**src/rtl/core/b64d_pkg.sv**
```systemverilog
package b64d_pkg;

    localparam logic [7:0] CHAR_PLUS  = 8'h2B;
    localparam logic [7:0] CHAR_SLASH = 8'h2F;
    localparam logic [6:0] SEXTET_BAD = 7'd64;

    localparam int QDEPTH = 4;
    localparam int QAW    = $clog2(QDEPTH);

    typedef struct packed {
        logic [7:0] char_in;
        logic       char_last;
    } in_word_t;

    typedef struct packed {
        logic [7:0]  out_byte;
        logic        byte_valid;
        logic        last_of_run;
        logic        stream_end;
        logic [15:0] byte_total;
    } out_word_t;

    // one accepted character worth of results, up to three words
    typedef struct packed {
        logic [1:0]      count;
        out_word_t [2:0] res;
    } job_t;

    // 0..63 for alphabet characters, bit 6 set otherwise
    function automatic logic [6:0] map_char(input logic [7:0] c);
        logic [6:0] s;
        s = SEXTET_BAD;
        if (c >= 8'h41 && c <= 8'h5A) s = 7'(c - 8'h41);
        else if (c >= 8'h61 && c <= 8'h7A) s = 7'(c - 8'h61 + 8'd26);
        else if (c >= 8'h30 && c <= 8'h39) s = 7'(c - 8'h30 + 8'd52);
        else if (c == CHAR_PLUS) s = 7'd62;
        else if (c == CHAR_SLASH) s = 7'd63;
        return s;
    endfunction

    function automatic logic [7:0] pack_first(input logic [5:0] a, input logic [5:0] b);
        return {a, b[5:4]};
    endfunction

    function automatic logic [7:0] pack_second(input logic [5:0] b, input logic [5:0] d);
        return {b[3:0], d[5:2]};
    endfunction

    function automatic logic [7:0] pack_third(input logic [5:0] d, input logic [5:0] s);
        return {d[1:0], s};
    endfunction

endpackage

```
**src/rtl/core/base64_stream_decoder_top.sv**
```systemverilog
// Streaming Base64 decoder. One character word is taken per cycle on the in channel, with
// char_last on the final character of a string; decoded bytes leave one word per cycle on the
// out channel while out_ready is high, byte_total counting the bytes delivered so far and
// saturating at limit_reg (write it through cfg_we/cfg_wdata while idle). The first '=' or
// non-alphabet character stops decoding until the final character, which flushes a partial
// group of 2 or 3 characters into 1 or 2 bytes and always closes the string with a word marked
// stream_end (a marker word with byte_valid low if no byte goes out). The character side keeps
// one word per cycle as long as the 4-entry queue between the decode front and the output
// serializer has room; a complete group gives 3 output words for every 4 characters, so the
// single output register keeps pace while out_ready is high and a long run of text goes in at
// one character per cycle. When nothing is queued, the first word of a character is written
// into the queue and then into the output register.
module base64_stream_decoder_top (
    input  logic                clk,
    input  logic                rst_n,
    input  logic                cfg_we,
    input  logic [15:0]         cfg_wdata,
    input  logic                in_valid,
    output logic                in_ready,
    input  b64d_pkg::in_word_t  in_data,
    output logic                out_valid,
    input  logic                out_ready,
    output b64d_pkg::out_word_t out_data
);

    logic           q_full;
    logic           q_push;
    logic           q_pop;
    logic           head_valid;
    b64d_pkg::job_t push_job;
    b64d_pkg::job_t head_job;

    b64d_front u_front (
        .clk       (clk),
        .rst_n     (rst_n),
        .cfg_we    (cfg_we),
        .cfg_wdata (cfg_wdata),
        .in_valid  (in_valid),
        .in_ready  (in_ready),
        .in_data   (in_data),
        .q_full    (q_full),
        .q_push    (q_push),
        .q_job     (push_job)
    );

    b64d_queue u_queue (
        .clk        (clk),
        .rst_n      (rst_n),
        .push       (q_push),
        .push_job   (push_job),
        .pop        (q_pop),
        .full       (q_full),
        .head_valid (head_valid),
        .head_job   (head_job)
    );

    b64d_back u_back (
        .clk        (clk),
        .rst_n      (rst_n),
        .head_valid (head_valid),
        .head_job   (head_job),
        .pop        (q_pop),
        .out_valid  (out_valid),
        .out_ready  (out_ready),
        .out_data   (out_data)
    );

endmodule

```
**src/rtl/core/b64d_front.sv**
```systemverilog
module b64d_front (
    input  logic               clk,
    input  logic               rst_n,
    input  logic               cfg_we,
    input  logic [15:0]        cfg_wdata,
    input  logic               in_valid,
    output logic               in_ready,
    input  b64d_pkg::in_word_t in_data,
    input  logic               q_full,
    output logic               q_push,
    output b64d_pkg::job_t     q_job
);

    logic [15:0] limit_reg;
    logic [5:0]  store_reg [3];
    logic [5:0]  store_next [3];
    logic [1:0]  fill_reg, fill_next;
    logic        halted_reg, halted_next;
    logic [15:0] sent_reg, sent_next;

    logic [6:0]  sx;
    logic [7:0]  cand [3];
    logic [1:0]  cand_n;
    logic [15:0] avail;
    logic [1:0]  n;
    logic        accept;

    assign in_ready = !q_full;
    assign accept   = in_valid && in_ready;

    always_comb
    begin
        sx          = b64d_pkg::map_char(in_data.char_in);
        store_next  = store_reg;
        fill_next   = fill_reg;
        halted_next = halted_reg;
        cand[0]     = '0;
        cand[1]     = '0;
        cand[2]     = '0;
        cand_n      = 2'd0;

        if (!halted_reg)
        begin
            if (sx[6])
            begin
                halted_next = 1'b1;
            end
            else if (fill_reg != 2'd3)
            begin
                store_next[fill_reg] = sx[5:0];
                fill_next            = fill_reg + 2'd1;
            end
            else
            begin
                cand[0]   = b64d_pkg::pack_first(store_reg[0], store_reg[1]);
                cand[1]   = b64d_pkg::pack_second(store_reg[1], store_reg[2]);
                cand[2]   = b64d_pkg::pack_third(store_reg[2], sx[5:0]);
                cand_n    = 2'd3;
                fill_next = 2'd0;
            end
        end

        // trailing partial group flush
        if (in_data.char_last)
        begin
            if (fill_next >= 2'd2)
            begin
                cand[0] = b64d_pkg::pack_first(store_next[0], store_next[1]);
                cand_n  = 2'd1;
            end
            if (fill_next == 2'd3)
            begin
                cand[1] = b64d_pkg::pack_second(store_next[1], store_next[2]);
                cand_n  = 2'd2;
            end
        end

        avail = (limit_reg > sent_reg) ? (limit_reg - sent_reg) : 16'd0;
        n     = (avail < {14'd0, cand_n}) ? avail[1:0] : cand_n;

        for (int i = 0; i < 3; i++)
        begin
            q_job.res[i].out_byte    = cand[i];
            q_job.res[i].byte_valid  = 1'b1;
            q_job.res[i].byte_total  = sent_reg + 16'(i + 1);
            q_job.res[i].last_of_run = (2'(i) == n - 2'd1);
            q_job.res[i].stream_end  = in_data.char_last && (2'(i) == n - 2'd1);
        end
        q_job.count = n;

        // final character with nothing delivered gets a marker word
        if (in_data.char_last && n == 2'd0)
        begin
            q_job.res[0].out_byte    = 8'd0;
            q_job.res[0].byte_valid  = 1'b0;
            q_job.res[0].byte_total  = sent_reg;
            q_job.res[0].last_of_run = 1'b1;
            q_job.res[0].stream_end  = 1'b1;
            q_job.count              = 2'd1;
        end

        sent_next = sent_reg + {14'd0, n};
        if (in_data.char_last)
        begin
            store_next[0] = '0;
            store_next[1] = '0;
            store_next[2] = '0;
            fill_next     = 2'd0;
            halted_next   = 1'b0;
            sent_next     = 16'd0;
        end

        q_push = accept && (q_job.count != 2'd0);
    end

    always_ff @(posedge clk or negedge rst_n)
    begin
        if (!rst_n)
        begin
            limit_reg    <= 16'hFFFF;
            store_reg[0] <= '0;
            store_reg[1] <= '0;
            store_reg[2] <= '0;
            fill_reg     <= 2'd0;
            halted_reg   <= 1'b0;
            sent_reg     <= 16'd0;
        end
        else
        begin
            if (cfg_we)
            begin
                limit_reg <= cfg_wdata;
            end
            if (accept)
            begin
                store_reg  <= store_next;
                fill_reg   <= fill_next;
                halted_reg <= halted_next;
                sent_reg   <= sent_next;
            end
        end
    end

endmodule

```
**src/rtl/core/b64d_queue.sv**
```systemverilog
module b64d_queue (
    input  logic           clk,
    input  logic           rst_n,
    input  logic           push,
    input  b64d_pkg::job_t push_job,
    input  logic           pop,
    output logic           full,
    output logic           head_valid,
    output b64d_pkg::job_t head_job
);

    b64d_pkg::job_t          mem [b64d_pkg::QDEPTH];
    logic [b64d_pkg::QAW-1:0] wr_ptr_reg, rd_ptr_reg;
    logic [b64d_pkg::QAW:0]   count_reg;

    assign full       = (count_reg == (b64d_pkg::QAW+1)'(b64d_pkg::QDEPTH));
    assign head_valid = (count_reg != '0);
    assign head_job   = mem[rd_ptr_reg];

    always_ff @(posedge clk)
    begin
        if (push)
        begin
            mem[wr_ptr_reg] <= push_job;
        end
    end

    always_ff @(posedge clk or negedge rst_n)
    begin
        if (!rst_n)
        begin
            wr_ptr_reg <= '0;
            rd_ptr_reg <= '0;
            count_reg  <= '0;
        end
        else
        begin
            if (push)
            begin
                wr_ptr_reg <= wr_ptr_reg + 1'b1;
            end
            if (pop)
            begin
                rd_ptr_reg <= rd_ptr_reg + 1'b1;
            end
            if (push && !pop)
            begin
                count_reg <= count_reg + 1'b1;
            end
            else if (pop && !push)
            begin
                count_reg <= count_reg - 1'b1;
            end
        end
    end

endmodule

```
**src/rtl/core/b64d_back.sv**
```systemverilog
module b64d_back (
    input  logic                clk,
    input  logic                rst_n,
    input  logic                head_valid,
    input  b64d_pkg::job_t      head_job,
    output logic                pop,
    output logic                out_valid,
    input  logic                out_ready,
    output b64d_pkg::out_word_t out_data
);

    logic [1:0]          pos_reg, pos_next;
    logic                valid_reg, valid_next;
    b64d_pkg::out_word_t data_reg, data_next;
    logic                load;

    assign out_valid = valid_reg;
    assign out_data  = data_reg;

    always_comb
    begin
        load       = head_valid && (!valid_reg || out_ready);
        pos_next   = pos_reg;
        valid_next = valid_reg && !out_ready;
        data_next  = data_reg;
        pop        = 1'b0;
        if (load)
        begin
            data_next  = head_job.res[pos_reg];
            valid_next = 1'b1;
            // step through the words of the head entry, retire it on the last one
            if (pos_reg == head_job.count - 2'd1)
            begin
                pos_next = 2'd0;
                pop      = 1'b1;
            end
            else
            begin
                pos_next = pos_reg + 2'd1;
            end
        end
    end

    always_ff @(posedge clk)
    begin
        data_reg <= data_next;
    end

    always_ff @(posedge clk or negedge rst_n)
    begin
        if (!rst_n)
        begin
            pos_reg   <= 2'd0;
            valid_reg <= 1'b0;
        end
        else
        begin
            pos_reg   <= pos_next;
            valid_reg <= valid_next;
        end
    end

endmodule

```
**config.mk**
```make
export PLATFORM = sky130hd
export DESIGN_NAME = base64_stream_decoder_top
export DESIGN_NICKNAME = d
export VERILOG_FILES = /design/src/rtl/core/b64d_pkg.sv /design/src/rtl/core/base64_stream_decoder_top.sv /design/src/rtl/core/b64d_front.sv /design/src/rtl/core/b64d_queue.sv /design/src/rtl/core/b64d_back.sv
export SDC_FILE = /design/constraint.sdc
export NUM_CORES = 1
export LEC_CHECK = 0
export BUFFER_PORTS_ARGS = -buffer_cell sky130_fd_sc_hd__buf_4
export CORE_AREA = 3 3 175 177
export DETAILED_ROUTE_END_ITERATION = 12
export DIE_AREA = 0 0 178 180
export HOLD_SLACK_MARGIN = 0.03
export PLACE_DENSITY = 0.82
export SYNTH_ARGS = -nofsm -noshare
export SYNTH_HDL_FRONTEND = slang
export SYNTH_SLANG_ARGS = --single-unit
export TNS_END_PERCENT = 5
```
**constraint.sdc**
```tcl
create_clock -name clk -period 9.8 [get_ports clk]
set_input_delay 1.96 -clock clk [delete_from_list [all_inputs] [get_ports clk]]
set_output_delay 1.96 -clock clk [all_outputs]
set_load 0.1 [all_outputs]
```
==> results.sh <==
export IMPL_syn_avg_cell_area_um2=15.1
export IMPL_grtUsageTotal_pct=26.6
export IMPL_fin_setup_tns_ps=0
export IMPL_nets=1380
export IMPL_drive_above_1_share_pct=20.2
export IMPL_die_h_um=180
export IMPL_io_pins=59
export IMPL_portBuffers=58
export IMPL_clock_skew_ps=11.8
export IMPL_synthToLayoutAreaGrowth_pct=10.7
export IMPL_synth_top_area_share_pct=55.7
export IMPL_gp_congestion=0.899
export IMPL_routedWlPerCell_um=24.1
export IMPL_coreArea_mm2=0.0294
export IMPL_met2_usage_pct=41.6
export IMPL_fin_crit_ps=6720
export IMPL_synthArstFlopShare_pct=15.2
export IMPL_seq_area_frac_synth_pct=64.2
export IMPL_ys_top_cells_by_count="edfxtp_1 (351), mux4_2 (81), nand2_1 (70)"
export IMPL_root_buffer="clkbuf_16"
export IMPL_rsz0062_at_grt="false"
export IMPL_synth_area_leaders="edfxtp_1 (56%), mux4_2 (9.6%), dfrtp_1 (6.2%), xnor2_1 (2.8%), ha_1 (2.6%)"
export IMPL_overflow=0
export IMPL_fin_util_pct=71.2
export IMPL_rrSetupSlack_ps=3810
export IMPL_r2r_start="u_front.sent_reg[8]"
export IMPL_drv_slew=0
export IMPL_largest_reg_flops=324
export IMPL_min_period_over_period_pct=68.6
export IMPL_power_density_mw_per_mm2=291
export IMPL_hold_viol_final=0
export IMPL_drtIter0Drc=1198
export IMPL_synth_edf_count=351
export IMPL_ant_nets=0
export IMPL_r2r_cells=22
export IMPL_wl_um=41600
export IMPL_cts_htree_levels=2
export IMPL_setup_viol_count_final=0
export IMPL_cts_buffer_depth=3
export IMPL_r2r_end="u_front.sent_reg[15]"
export IMPL_cp_data_arrival_time_ps=7100
export IMPL_maxSlewHeadroom_pct=24.4
export IMPL_ys_ff_latch=414
export IMPL_max_freq_mhz=149
export IMPL_synth_largest_area_cell="edfxtp_1"
export IMPL_post_cts_setup_buffer_count=0
export IMPL_p_total_mw=6.09
export IMPL_cp_endpoint="u_front.sent_reg[15]"
export IMPL_numClockSinks=414
export IMPL_end_kind="register"
export IMPL_grt_busiest_layer="met2"
export IMPL_grt_max_degree=64
export IMPL_yosys_warnings=0
export IMPL_drv_cap=0
export IMPL_cts_hold_buf=0
export IMPL_grtUsageMet1_pct=38.0
export IMPL_cp_start_kind="primary input"
export IMPL_drt_first_pass_iters=6
export IMPL_crit_start="in_data[3]"
export IMPL_synthDistinctLibCells=75
export IMPL_antenna_cells=0
export IMPL_tightest_slew_ps=1130
export IMPL_yosysMostFrequentCell="edfxtp_1"
export IMPL_dp_hpwl_um=25200
export IMPL_numCtsBuffers=42
export IMPL_viasPerCell=6.51
export IMPL_vias=11200
export IMPL_cp_max_fo=10
export IMPL_p_leak_nw=7.25
export IMPL_die_area_mm2=0.0320
export IMPL_min_path_type="reg -> reg"
export IMPL_clk_pin_slew_ps=60
export IMPL_status="finished, final reports clean"
export IMPL_antenna_found_initial=0
export IMPL_row_count=63
export IMPL_path_class="in -> reg"
export IMPL_synth_main_ff_cell="edfxtp_1"
export IMPL_synth_fp_nets=1327
export IMPL_use_met3_pct=5.60
export IMPL_synth_cells=1254
export IMPL_postCtsResizedCells=0
export IMPL_grt_pass1_vias=11300
export IMPL_synth_area_mm2=0.0189
export IMPL_grt_pass1_wl_um=64800
export IMPL_cts_tree="done"
export IMPL_vdd_ir_drop_max_v=0.000184
export IMPL_drc=0
export IMPL_clock_latency_ps=540
export IMPL_start_util_pct=64.3
export IMPL_die_w_um=178
export IMPL_required_ps=10180
-- layout by cell type, fill, tap and decap left out, types with 18 or more instances in the layout --
| cell | netlist | layout |
|---|---|---|
| edfxtp_1 | 351 | 351 |
| mux4_2 | 81 | 81 |
| nand2_1 | 70 | 70 |
| inv_1 | 69 | 69 |
| buf_4 | 4 | 69 |
| nor2_1 | 67 | 67 |
| xnor2_1 | 60 | 60 |
| mux2i_1 | 48 | 48 |
| dfrtp_1 | 47 | 44 |
| o21ai_0 | 43 | 43 |
| clkbuf_16 | 0 | 42 |
| ha_1 | 40 | 40 |
| o22ai_1 | 35 | 35 |
| a21oi_1 | 28 | 27 |
| nor3_1 | 23 | 23 |
| nand3_1 | 20 | 20 |
| a31oi_1 | 20 | 20 |
| mux2_2 | 18 | 18 |
-- how the worst min path moves through the flow --
stage | cells past startpoint | from | slack (ps) | to
after floorplan | 2 | u_front.store_reg[0] | 460 | u_front.store_reg[0]
after global placement | 1 | u_queue.count_reg[2] | 480 | u_queue.count_reg[2]
after detailed placement | 1 | u_queue.count_reg[2] | 480 | u_queue.count_reg[2]
after CTS | 1 | u_queue.count_reg[2] | 500 | u_queue.count_reg[2]
after global routing | 1 | u_queue.count_reg[2] | 510 | u_queue.count_reg[2]
final | 1 | u_queue.count_reg[2] | 500 | u_queue.count_reg[2]
-- through the flow --
stage | setup WS [ps] | hold WS [ps] | area [µm²] | std cells
final | 3080 | 498 | 20900 | 1727
after global routing | 2640 | 507 | 20900 | 1727
after CTS | 3150 | 497 | 20900 | 1727
after detailed placement | 2610 | 484 | 19700 | 1653
after global placement | 2790 | 479 | 19700 | 1653
after floorplan | 2450 | 463 | 18900 | 1254
-- metal layers --
metal  share of wire (%)  wire length (µm)
met4                 2.7              1140
met5                   0                 0
met2                  48             20100
met1                  40             16600
met3                 9.0              3740
-- cells by family (layout without fill, tap and decap cells) --
| kind of cell | Yosys count | after routing | share of synthesized area, % |
|---|---|---|---|
| fa+ha+maj | 43 | 43 | 2.96 |
| mux | 148 | 148 | 13.3 |
| buf+inv | 137 | 220 | 2.96 |
| simple gates | 259 | 259 | 6.66 |
| flops | 414 | 414 | 64.2 |
| compound gates | 186 | 186 | 6.79 |
| xor+xnor | 67 | 67 | 3.10 |
-- critical path, stage by stage --
cell and delay (ps):
buf_4 150, inv_1 110, ha_1 270, a21oi_1 90, a311o_1 380, a32o_2 330, a2111oi_4 430, a211oi_2 130
ha_1 240, nor2_1 110, o2111ai_1 130, o32ai_2 320, a41oi_1 160, a41oi_1 290, nand2_2 170, ha_1 300
a21oi_1 50, or3_1 350, nor2_1 180, nand3_1 230, nor4_1 420, xnor2_1 210, nor2_1 80
-- power breakdown --
group / internal [mW] / total [mW] / switching (mW)
clock network: 0.826 / 1.48 / 0.649
registers: 2.33 / 2.53 / 0.204
logic: 0.729 / 2.08 / 1.35
-- layout make-up --
cell class              count  area [µm²]
inverters                  77         292
repair buffers             69         518
clock inverters            21         153
flip-flops and latches    414       12100
multi-input cells         703        6230
well taps                 390         488
clock buffers              53        1100
fillers                  1785        8470
No activity file was read; power rests on OpenSTA's default activity.
